===== src/hw/rtl/isotp_pkg.sv =====
`timescale 1ns / 1ps
// ----------------------------------------------------------------------------
// isotp_pkg
// Shared types, field widths and codes of the ISO-TP receive reassembler.
// ----------------------------------------------------------------------------
package isotp_pkg;

    localparam int OP_W        = 2;
    localparam int FID_W       = 29;
    localparam int FLEN_W      = 4;
    localparam int FB_W        = 64;
    localparam int RIDX_W      = 12;
    localparam int EV_W        = 3;
    localparam int PHASE_W     = 3;
    localparam int TOTAL_W     = 12;
    localparam int RCVD_W      = 13;
    localparam int SEQ_W       = 4;
    localparam int ELAPSED_W   = 16;
    localparam int BYTE_W      = 8;
    localparam int LANES       = 8;
    localparam int LANE_W      = 3;
    localparam int CFG_IDX_W   = 1;
    localparam int CFG_DATA_W  = 16;
    localparam int IN_TDATA_W  = 112;
    localparam int OUT_TDATA_W = 104;

    localparam logic [ELAPSED_W-1:0] TIMEOUT_RST  = 16'd1000;
    localparam logic [ELAPSED_W-1:0] ELAPSED_MAX  = 16'hFFFF;
    localparam logic [FID_W-1:0]     FC_ID_OFFSET = 29'd8;
    localparam logic [3:0]           PCI_FIRST    = 4'h1;
    localparam logic [3:0]           PCI_CONSEC   = 4'h2;
    localparam logic [FLEN_W-1:0]    LEN_MAX      = 4'd8;
    localparam logic [FLEN_W-1:0]    FF_MIN_LEN   = 4'd3;
    localparam logic [FLEN_W-1:0]    CF_MIN_LEN   = 4'd2;
    localparam logic [FLEN_W-1:0]    FF_PCI_BYTES = 4'd2;
    localparam logic [FLEN_W-1:0]    CF_PCI_BYTES = 4'd1;
    localparam logic [TOTAL_W-1:0]   SHORT_TOTAL  = 12'd7;
    localparam logic [SEQ_W-1:0]     SEQ_FIRST    = 4'd1;
    localparam logic [SEQ_W-1:0]     SEQ_STEP     = 4'd1;

    localparam logic [CFG_IDX_W-1:0] CFG_ENABLE  = 1'b0;
    localparam logic [CFG_IDX_W-1:0] CFG_TIMEOUT = 1'b1;

    localparam logic [PHASE_W-1:0] PHASE_IDLE    = 3'd0;
    localparam logic [PHASE_W-1:0] PHASE_WAIT_CF = 3'd2;
    localparam logic [PHASE_W-1:0] PHASE_DONE    = 3'd3;
    localparam logic [PHASE_W-1:0] PHASE_TIMEOUT = 3'd4;

    typedef enum logic [OP_W-1:0] {
        OP_FRAME = 2'd0,
        OP_TICK  = 2'd1,
        OP_CLEAR = 2'd2,
        OP_READ  = 2'd3
    } t_op;

    typedef enum logic [EV_W-1:0] {
        EV_NONE     = 3'd0,
        EV_FIRST    = 3'd1,
        EV_NEXT     = 3'd2,
        EV_COMPLETE = 3'd3,
        EV_SEQ_RST  = 3'd4,
        EV_OVF_RST  = 3'd5,
        EV_TIMEOUT  = 3'd6,
        EV_IGNORED  = 3'd7
    } t_event;

    typedef enum logic [3:0] {
        PH_IDLE    = 4'b0001,
        PH_WAIT_CF = 4'b0010,
        PH_DONE    = 4'b0100,
        PH_TIMEOUT = 4'b1000
    } t_phase;

    typedef struct packed {
        t_op                 op;
        logic [FID_W-1:0]    frame_id;
        logic [FLEN_W-1:0]   frame_len;
        logic [FB_W-1:0]     frame_bytes;
        logic [RIDX_W-1:0]   read_index;
    } t_item;

    typedef struct packed {
        logic                 enable;
        logic [ELAPSED_W-1:0] timeout_ms;
    } t_cfg;

    typedef struct packed {
        t_event              ev;
        logic [PHASE_W-1:0]  phase;
        logic                fc_send;
        logic [FID_W-1:0]    fc_id;
        logic [TOTAL_W-1:0]  msg_total;
        logic [RCVD_W-1:0]   msg_received;
        logic [FID_W-1:0]    msg_id;
    } t_result;

    typedef struct packed {
        logic                en;
        logic                wr;
        logic [RCVD_W-1:0]   start;
        logic [LANE_W-1:0]   src_off;
        logic [LANE_W-1:0]   count;
        logic                rd_ok;
        logic [RIDX_W-1:0]   rd_index;
    } t_store_cmd;

    function automatic logic [PHASE_W-1:0] phase_code(t_phase p);
        logic [PHASE_W-1:0] code;
        case (p)
            PH_WAIT_CF: code = PHASE_WAIT_CF;
            PH_DONE:    code = PHASE_DONE;
            PH_TIMEOUT: code = PHASE_TIMEOUT;
            default:    code = PHASE_IDLE;
        endcase
        return code;
    endfunction

endpackage


===== src/hw/rtl/isotp_sess.sv =====
`timescale 1ns / 1ps
// ----------------------------------------------------------------------------
// isotp_sess
// Session state and per-transfer next-state logic: frame decode, sequence
// and overflow checks, timeout, tick, session reset and read bounds check.
// ----------------------------------------------------------------------------
module isotp_sess #(
    parameter int BUFFER_BYTES = 4096
) (
    input  logic                   i_clk,
    input  logic                   i_rst_n,
    input  logic                   i_fire,
    input  isotp_pkg::t_item       i_item,
    input  isotp_pkg::t_cfg        i_cfg,
    output isotp_pkg::t_result     o_result,
    output isotp_pkg::t_store_cmd  o_cmd
);

    localparam int SUM_W = isotp_pkg::RCVD_W + 1;

    isotp_pkg::t_phase                 r_phase,   n_phase;
    logic [isotp_pkg::FID_W-1:0]       r_id,      n_id;
    logic [isotp_pkg::TOTAL_W-1:0]     r_total,   n_total;
    logic [isotp_pkg::RCVD_W-1:0]      r_stored,  n_stored;
    logic [isotp_pkg::SEQ_W-1:0]       r_seq,     n_seq;
    logic [isotp_pkg::ELAPSED_W-1:0]   r_elapsed, n_elapsed;

    logic [isotp_pkg::FLEN_W-1:0]      flen_e;
    logic [isotp_pkg::FLEN_W-1:0]      cf_n;
    logic [isotp_pkg::BYTE_W-1:0]      pci;
    logic [SUM_W-1:0]                  sum;
    isotp_pkg::t_event                 ev;
    logic                              fc;
    logic [isotp_pkg::FID_W-1:0]       fcid;

    always_comb begin
        n_phase   = r_phase;
        n_id      = r_id;
        n_total   = r_total;
        n_stored  = r_stored;
        n_seq     = r_seq;
        n_elapsed = r_elapsed;
        ev        = isotp_pkg::EV_NONE;
        fc        = 1'b0;
        fcid      = '0;
        o_cmd     = '0;
        o_cmd.en  = i_fire;
        o_cmd.rd_index = i_item.read_index;

        flen_e = (i_item.frame_len > isotp_pkg::LEN_MAX) ? isotp_pkg::LEN_MAX
                                                         : i_item.frame_len;
        cf_n   = flen_e - isotp_pkg::CF_PCI_BYTES;
        pci    = i_item.frame_bytes[isotp_pkg::BYTE_W-1:0];
        sum    = SUM_W'(r_stored) + SUM_W'(cf_n);

        unique case (i_item.op)
            isotp_pkg::OP_FRAME: begin
                if (!i_cfg.enable || flen_e == '0) begin
                    ev = isotp_pkg::EV_IGNORED;
                end else begin
                    if (pci[7:4] == isotp_pkg::PCI_FIRST) begin
                        if (flen_e < isotp_pkg::FF_MIN_LEN) begin
                            ev = isotp_pkg::EV_IGNORED;
                        end else begin
                            n_phase   = isotp_pkg::PH_WAIT_CF;
                            n_id      = i_item.frame_id;
                            n_total   = {pci[3:0], i_item.frame_bytes[15:8]};
                            n_stored  = isotp_pkg::RCVD_W'(flen_e - isotp_pkg::FF_PCI_BYTES);
                            n_seq     = isotp_pkg::SEQ_FIRST;
                            n_elapsed = '0;
                            o_cmd.wr      = 1'b1;
                            o_cmd.start   = '0;
                            o_cmd.src_off = isotp_pkg::LANE_W'(isotp_pkg::FF_PCI_BYTES);
                            o_cmd.count   = isotp_pkg::LANE_W'(flen_e - isotp_pkg::FF_PCI_BYTES);
                            ev = isotp_pkg::EV_FIRST;
                            if (n_total > isotp_pkg::SHORT_TOTAL) begin
                                fc   = 1'b1;
                                fcid = i_item.frame_id - isotp_pkg::FC_ID_OFFSET;
                            end
                        end
                    end else if (pci[7:4] == isotp_pkg::PCI_CONSEC) begin
                        if (r_phase != isotp_pkg::PH_WAIT_CF || i_item.frame_id != r_id
                            || flen_e < isotp_pkg::CF_MIN_LEN) begin
                            ev = isotp_pkg::EV_IGNORED;
                        end else if (pci[3:0] != r_seq) begin
                            n_phase = isotp_pkg::PH_IDLE;
                            n_id = '0; n_total = '0; n_stored = '0; n_seq = '0; n_elapsed = '0;
                            ev = isotp_pkg::EV_SEQ_RST;
                        end else if (sum > SUM_W'(BUFFER_BYTES)) begin
                            n_phase = isotp_pkg::PH_IDLE;
                            n_id = '0; n_total = '0; n_stored = '0; n_seq = '0; n_elapsed = '0;
                            ev = isotp_pkg::EV_OVF_RST;
                        end else begin
                            o_cmd.wr      = 1'b1;
                            o_cmd.start   = r_stored;
                            o_cmd.src_off = isotp_pkg::LANE_W'(isotp_pkg::CF_PCI_BYTES);
                            o_cmd.count   = isotp_pkg::LANE_W'(cf_n);
                            n_stored  = sum[isotp_pkg::RCVD_W-1:0];
                            n_seq     = r_seq + isotp_pkg::SEQ_STEP;
                            n_elapsed = '0;
                            if (n_stored >= isotp_pkg::RCVD_W'(r_total)) begin
                                n_phase = isotp_pkg::PH_DONE;
                                ev = isotp_pkg::EV_COMPLETE;
                            end else begin
                                ev = isotp_pkg::EV_NEXT;
                            end
                        end
                    end
                    if (n_phase == isotp_pkg::PH_WAIT_CF && n_elapsed > i_cfg.timeout_ms) begin
                        n_phase = isotp_pkg::PH_TIMEOUT;
                        ev = isotp_pkg::EV_TIMEOUT;
                    end
                end
            end
            isotp_pkg::OP_TICK: begin
                if (r_elapsed != isotp_pkg::ELAPSED_MAX) begin
                    n_elapsed = r_elapsed + isotp_pkg::ELAPSED_W'(1);
                end
            end
            isotp_pkg::OP_CLEAR: begin
                n_phase = isotp_pkg::PH_IDLE;
                n_id = '0; n_total = '0; n_stored = '0; n_seq = '0; n_elapsed = '0;
            end
            isotp_pkg::OP_READ: begin
                o_cmd.rd_ok = isotp_pkg::RCVD_W'(i_item.read_index) < r_stored;
            end
            default: begin
            end
        endcase

        o_result.ev           = ev;
        o_result.phase        = isotp_pkg::phase_code(n_phase);
        o_result.fc_send      = fc;
        o_result.fc_id        = fcid;
        o_result.msg_total    = n_total;
        o_result.msg_received = n_stored;
        o_result.msg_id       = n_id;
    end

    always_ff @(posedge i_clk) begin
        if (!i_rst_n) begin
            r_phase   <= isotp_pkg::PH_IDLE;
            r_id      <= '0;
            r_total   <= '0;
            r_stored  <= '0;
            r_seq     <= '0;
            r_elapsed <= '0;
        end else if (i_fire) begin
            r_phase   <= n_phase;
            r_id      <= n_id;
            r_total   <= n_total;
            r_stored  <= n_stored;
            r_seq     <= n_seq;
            r_elapsed <= n_elapsed;
        end
    end

endmodule

===== config.mk =====
export PLATFORM = sky130hd
export DESIGN_NAME = isotp_sess
export DESIGN_NICKNAME = d
export VERILOG_FILES = /design/src/hw/rtl/isotp_pkg.sv /design/src/hw/rtl/isotp_sess.sv
export SDC_FILE = /design/constraint.sdc
export NUM_CORES = 1
export LEC_CHECK = 0
export ABC_AREA = 1
export BUFFER_PORTS_ARGS = -buffer_cell sky130_fd_sc_hd__buf_2
export CAP_MARGIN = 20
export CORE_ASPECT_RATIO = 0.75
export CORE_MARGIN = 1
export CORE_UTILIZATION = 35
export CTS_CLUSTER_DIAMETER = 150
export CTS_CLUSTER_SIZE = 10
export DETAILED_ROUTE_END_ITERATION = 10
export GPL_TIMING_DRIVEN = 0
export MAX_ROUTING_LAYER = met4
export PLACE_DENSITY = 0.63
export SLEW_MARGIN = 20
export SYNTH_ARGS = -nofsm -noshare
export SYNTH_HDL_FRONTEND = slang
export SYNTH_SLANG_ARGS = --single-unit

===== constraint.sdc =====
create_clock -name i_clk -period 4.81 [get_ports i_clk]
set_input_delay 0.2405 -clock i_clk [delete_from_list [all_inputs] [get_ports i_clk]]
set_output_delay 0.2405 -clock i_clk [all_outputs]
set_load 0.005 [all_outputs]

==> metrics.txt, run 1 <==
status=finished, final reports clean; GRT Util Overall=a little over a quarter; Worst-path clk slew=0.06 ns; TritonCTS clock tree=built; Syn-to-layout area delta=20.4%; Post-synth ARST share=0%; net load switching power=0.837 mW; ANT cells=0; average wire per standard cell=between 15 and 20 microns; Distinct cells, synth=52; total global routing overflow=0; final wirelength=36.0 mm; Clock Skews=between 0.015 and 0.02 ns; critical path launch point type=primary input; H-tree levels=3; Syn Nets=1,733; fmax=between 0.2 and 0.25 GHz; IO Count=255; final-stage net count=between 1,500 and 2,000; Placer Congestion=0.957; initial drt markers=1,011; pre-CTS setup slack=-0.458 ns; drc violations=0; Hold WS=0.206 ns; die area=0.0264 sq mm; critical path data arrival time=4.24 ns; fillers=2,727; Max Slew Vio Count=0; most frequent CP cell=nand2_1; antenna violation net count after detailed routing=0; height of the die=141 microns; Worst-Margin Slew=0.926 ns; VDD IR max=0.000188 V; Final Cycle Share=about 93%; fin crit period=4.48 ns; critical path class=primary input to output pin; largest net degree at the start of global routing=13; CTS root buffer=clkbuf_16; vias in the first global route=10,100; Row Count=50; P_int=1.38 mW; placed inst area=0.0105 sq mm; flops & latches, synth=78; share of cells above drive strength 1=between 10% and 20%; most frequent cells in the layout=nand2_1, inv_1, buf_2; final instance area=0.0109 sq mm; register area share after synthesis=roughly 17%; final hold violations=0; total CTS buffers=9; CP required=between 4 and 5 ns; clock share of power=33.1%; Sw Ratio=a little under two fifths; area share of the leading cell type in the synthesized netlist=between 10% and 20%; Worst path max stage delay=0.32 ns; starting density of the core=35.9%; largest cells by area after synthesis=dfxtp_1, nand2_1, inv_1; MaxCap Viol Count=0; sequential share of power=32.5%; Longest Clk Path Bufs=2; PD cells=204 mW/mm^2; Synthesis Warnings=0; relative slew slack=38.0%; via count=~11,000; first-pass iteration count of the detailed router=6; Slowest-stage cell, CP=ha_1; Mapped Area=~0.009 sq mm; Leak=approximately 5.4 nW; Die Wd=roughly 190 microns; critical-path maximum fanout=10; Hold Path Class=primary input to register; cells after synthesis=1,546; post-DP HPWL=around 29 mm; area leader, netlist=dfxtp_1; most common cell after layout, fill and taps aside=nand2_1; initial antenna violation count=0; clock latency on the worst-skew pair=around 0.36 ns; Num Clock Sinks=a little under 80; EDFF count, synth=0; first-pass GRT wire length=about 55 mm; Gate power share=34.5%; core area=approximately 0.025 sq mm; CP endpoint kind=output pin; Avg Vias per Cell=5.41; IO Port Bufs=203; final worst setup slack=0.328 ns; final setup fails=0; syn avg cell area=just under 6 sq um; Primary FF master, synth=dfxtp_1
final timing paths:
check                                               start                        end  slack, ns  cells after the start
worst max-delay path                           i_item[79]               o_result[85]       0.33                     28
worst min-delay path                              i_rst_n  r_elapsed[7]$_SDFFE_PN0P_       0.21                      3
worst min register to register  r_elapsed[0]$_SDFFE_PN0P_  r_elapsed[0]$_SDFFE_PN0P_       0.52                      2
worst max register to register      r_id[26]$_SDFFE_PN0P_    r_phase[1]$_SDFFE_PN0P_       1.18                     23
stage by stage:
| step | utilization (%) | power [mW] | TNS, ns | std cells |
|---|---|---|---|---|
| finish | 43.3 | 2.22 | 0 | 2105 |
| floorplan | - | 1.21 | 0 | 1546 |
| CTS | 42.9 | 2.21 | 0 | 2102 |
| global route | 43.3 | 2.34 | -0.0119 | 2105 |
| detailed placement | 41.7 | 1.47 | -2.55 | 2087 |
| global placement | 41.7 | 1.46 | -2.54 | 2087 |
per-layer routing:
metal / up-vias / global-route usage (%) / share of wire [%]
met3: 61 / 4.61 / 9.3
li1: 5582 / - / -
met5: - / - / 0
met2: 540 / 39.4 / 41
met1: 5205 / 39.2 / 47
met4: 0 / 7.59 / 2.3
cells by family (layout without fill, tap and decap cells):
family,after synthesis,count (layout),share of synthesized area [%]
adder cells (fa/ha/maj),56,56,7.86
AND/OR/NAND/NOR,688,688,34.6
AO/OA/AOI/OAI,365,365,22.9
flip-flops,78,78,17.3
buffers and inverters,334,555,14.9
XOR/XNOR,24,24,2.33
other,1,1,0.0416
Yosys cell counts (all sizes together), types with 4 or more instances:
cell type and instances:
o221ai 8, nor3 39, xor2 14, nand3 70
nor4 11, dfxtp 78, o21ai 144, o211ai 46
nand4 67, a21oi 125, a211oi 4, inv 248
nor2 120, nand2 362, buf 27, a31oi 17
or2 15, o22ai 6, ha 55, clkinv 5
clkbuf 54, xnor2 10
flip-flops by register name, summed over array words and instances, names as in the netlist:
signal,flops
r_id,29
r_phase,4
r_seq,4
r_total,12
r_stored,13
r_elapsed,16
cell type report:
type	count	area, sq um	area share (%)
multi-input cells	1134	6170	56.9
flip-flops and latches	78	1560	14.4
plain buffers	81	408	3.76
clock inverters	3	43.8	0.404
repair buffers	206	1040	9.57
inverters	253	950	8.75
clock buffers	12	256	2.36
well taps	338	423	3.90
power groups by stage:
stage	Clock [mW]	Sequential [mW]	Combinational, mW
2_1_floorplan	0	0.724	0.481
3_3_place_gp	0	0.732	0.726
3_5_place_dp	0	0.732	0.739
4_1_cts	0.745	0.718	0.744
5_1_grt	0.762	0.724	0.851
6_report	0.732	0.720	0.764
critical path, delay by kind of cell:
kind	cells	cell delay, ns
buffers and inverters	5	0.70
adders and majority gates	3	0.77
and+or+nand+nor	16	1.94
AOI/OAI and AO/OA	4	0.60
repair_timing:
action                                  CTS  global route
endpoints found under the setup margin    6             6
resized for setup                         5            17
setup buffers                             0             3
pin swaps                                 0             2
hold buffers                              0             0
No activity file was read; power rests on OpenSTA's default activity.
==> run 2, diff against run 1 <==
--- a/config.mk
+++ b/config.mk
@@ -17,6 +17,7 @@
 export GPL_TIMING_DRIVEN = 0
 export MAX_ROUTING_LAYER = met4
 export PLACE_DENSITY = 0.63
+export RECOVER_POWER = 50
 export SLEW_MARGIN = 20
 export SYNTH_ARGS = -nofsm -noshare
 export SYNTH_HDL_FRONTEND = slang
==> run 2 against run 1 <==
Largest power group unchanged. Fmax about the same. Register-to-register slack worse by 0.03 ns. Highest routed layer unchanged. Utilization down 0.33 points. Die area stayed put. Critical path type unchanged. Clock skew fell by 0.0027 ns. Sequential power about the same. Final cell count unchanged. Count of clock-buffer cells in the layout unchanged. Worst setup slack improved by 0.0029 ns. Critical path depth unchanged.
==> metrics.txt, run 2 (synthesis results as in run 1) <==
Avg Vias per Cell=5.40; TritonCTS clock tree=built; area of the multi-input gates=0.00614 sq mm; Hold Path Class=primary input to register; VDD IR max=0.000188 V; most common cell after layout, fill and taps aside=nand2_1; clock latency on the worst-skew pair=0.36 ns; max reg flops=29; fin crit period=4.48 ns; relative slew slack=13.2%; initial drt markers=~1,100; Leak=5.31 nW; post-DP HPWL=28.8 mm; most frequent cells in the layout=nand2_1, inv_1, buf_2; H-tree levels=3; antenna violation net count after detailed routing=0; via count=between 10,000 and 15,000; final hold violations=0; share of cells above drive strength 1=16.1%; status=finished, final reports clean; Slowest-stage cell, CP=ha_1; height of the die=141 microns; core area=0.0251 sq mm; Num Clock Sinks=between 70 and 80; Crit path buffers/inverters=5; final setup fails=0; drc violations=0; ANT cells=0; initial antenna violation count=0; reg2reg setup slack=1.15 ns; Worst-Margin Slew=about 1.3 ns; Final Cycle Share=93.1%; starting density of the core=between 30 and 40%; final wirelength=36.0 mm; most frequent CP cell=nand2_1; MaxCap Viol Count=0; Worst-path clk slew=~0.07 ns; die area=roughly 0.026 sq mm; Max Slew Vio Count=0; top flop regs=r_id x29, r_elapsed x16, r_stored x13; Worst path max stage delay=approximately 0.32 ns; average wire per standard cell=roughly 17 microns; final-stage net count=1,950; critical path class=primary input to output pin; CP endpoint kind=output pin; CP required=4.57 ns; Die Wd=187 microns; total global routing overflow=0; Row Count=50; Total Power=2.21 mW; Placer Congestion=0.957; Longest Clk Path Bufs=2; Clock Skews=0.0125 ns; Biggest register=r_id; PD cells=205 mW/mm^2; first-pass iteration count of the detailed router=6; largest net degree at the start of global routing=13; family with the most delay on the worst path=simple AND/OR/NAND/NOR gates; first-pass GRT wire length=55.5 mm; IO Count=255; critical path launch point type=primary input; IO Port Bufs=between 200 and 250; fmax=0.223 GHz; vias in the first global route=10,100; critical-path maximum fanout=10; total CTS buffers=9; GRT Util Overall=27.5%; Reg area=0.00156 sq mm; CTS root buffer=clkbuf_16; fillers=~2,700; Final Util=42.9%; Syn-to-layout area delta=19.5%; critical path data arrival time=between 4 and 5 ns
run 2: changes by cell type in the layout (fill, tap and decap cells not counted), sizes merged:
cell    previous run  this run
buf              233       207
clkbuf            66        92
run 2: metrics by stage:
| step | setup slack, ns | cells | TNS (ns) | cell area (sq um) | hold WS (ns) |
|---|---|---|---|---|---|
| 2_1_floorplan | 1.00 | 1546 | 0 | 9010 | 0.379 |
| 3_3_place_gp | -0.449 | 2087 | -2.54 | 10500 | 0.503 |
| 3_5_place_dp | -0.458 | 2087 | -2.55 | 10500 | 0.515 |
| 4_1_cts | 0.00719 | 2102 | 0 | 10800 | 0.183 |
| 5_1_grt | -0.00869 | 2105 | -0.00942 | 10800 | 0.213 |
| 6_report | 0.331 | 2105 | 0 | 10800 | 0.198 |
run 2: layout make-up:
class                      instances  area share [%]
multi-input combinational       1134            57.0
sequential                        78            14.5
timing repair buffer             206            9.41
inverter                         253            8.82
tap                              338            3.93
buffer                            81            3.51
clock buffer                      12            2.38
clock inverter                     3           0.407
run 2: layer usage:
layer  GRT usage (%)  part of all wire (%)
met3            4.61                   9.1
met4            7.59                   2.2
met5               -                     0
met2            39.4                    42
met1            39.2                    47
run 2: path summary, 6_finish.rpt:
kind / startpoint / endpoint / cells after the start
max: i_item[79] / o_result[85] / 28
min: i_rst_n / r_elapsed[6]$_SDFFE_PN0P_ / 3
max reg2reg: r_id[26]$_SDFFE_PN0P_ / r_phase[1]$_SDFFE_PN0P_ / 23
min reg2reg: r_elapsed[0]$_SDFFE_PN0P_ / r_elapsed[0]$_SDFFE_PN0P_ / 2
run 2: repair_timing:
action	4_1_cts	5_1_grt
hold buffers	0	0
endpoints found under the setup margin	6	6
pin swaps	0	2
gates cloned	0	0
buffers inserted	0	3
gates resized for setup	5	17
run 2: report_power, final:
| part | internal (mW) | switching (mW) | total [mW] |
|---|---|---|---|
| Sequential | 0.688 | 0.0322 | 0.720 |
| Clock | 0.429 | 0.303 | 0.731 |
| Combinational | 0.258 | 0.502 | 0.759 |
run 2: tightest hold or removal path, cell delays in order:
cell and delay (ns):
buf_2 0.15, o21ai_0 0.08, a31oi_1 0.04
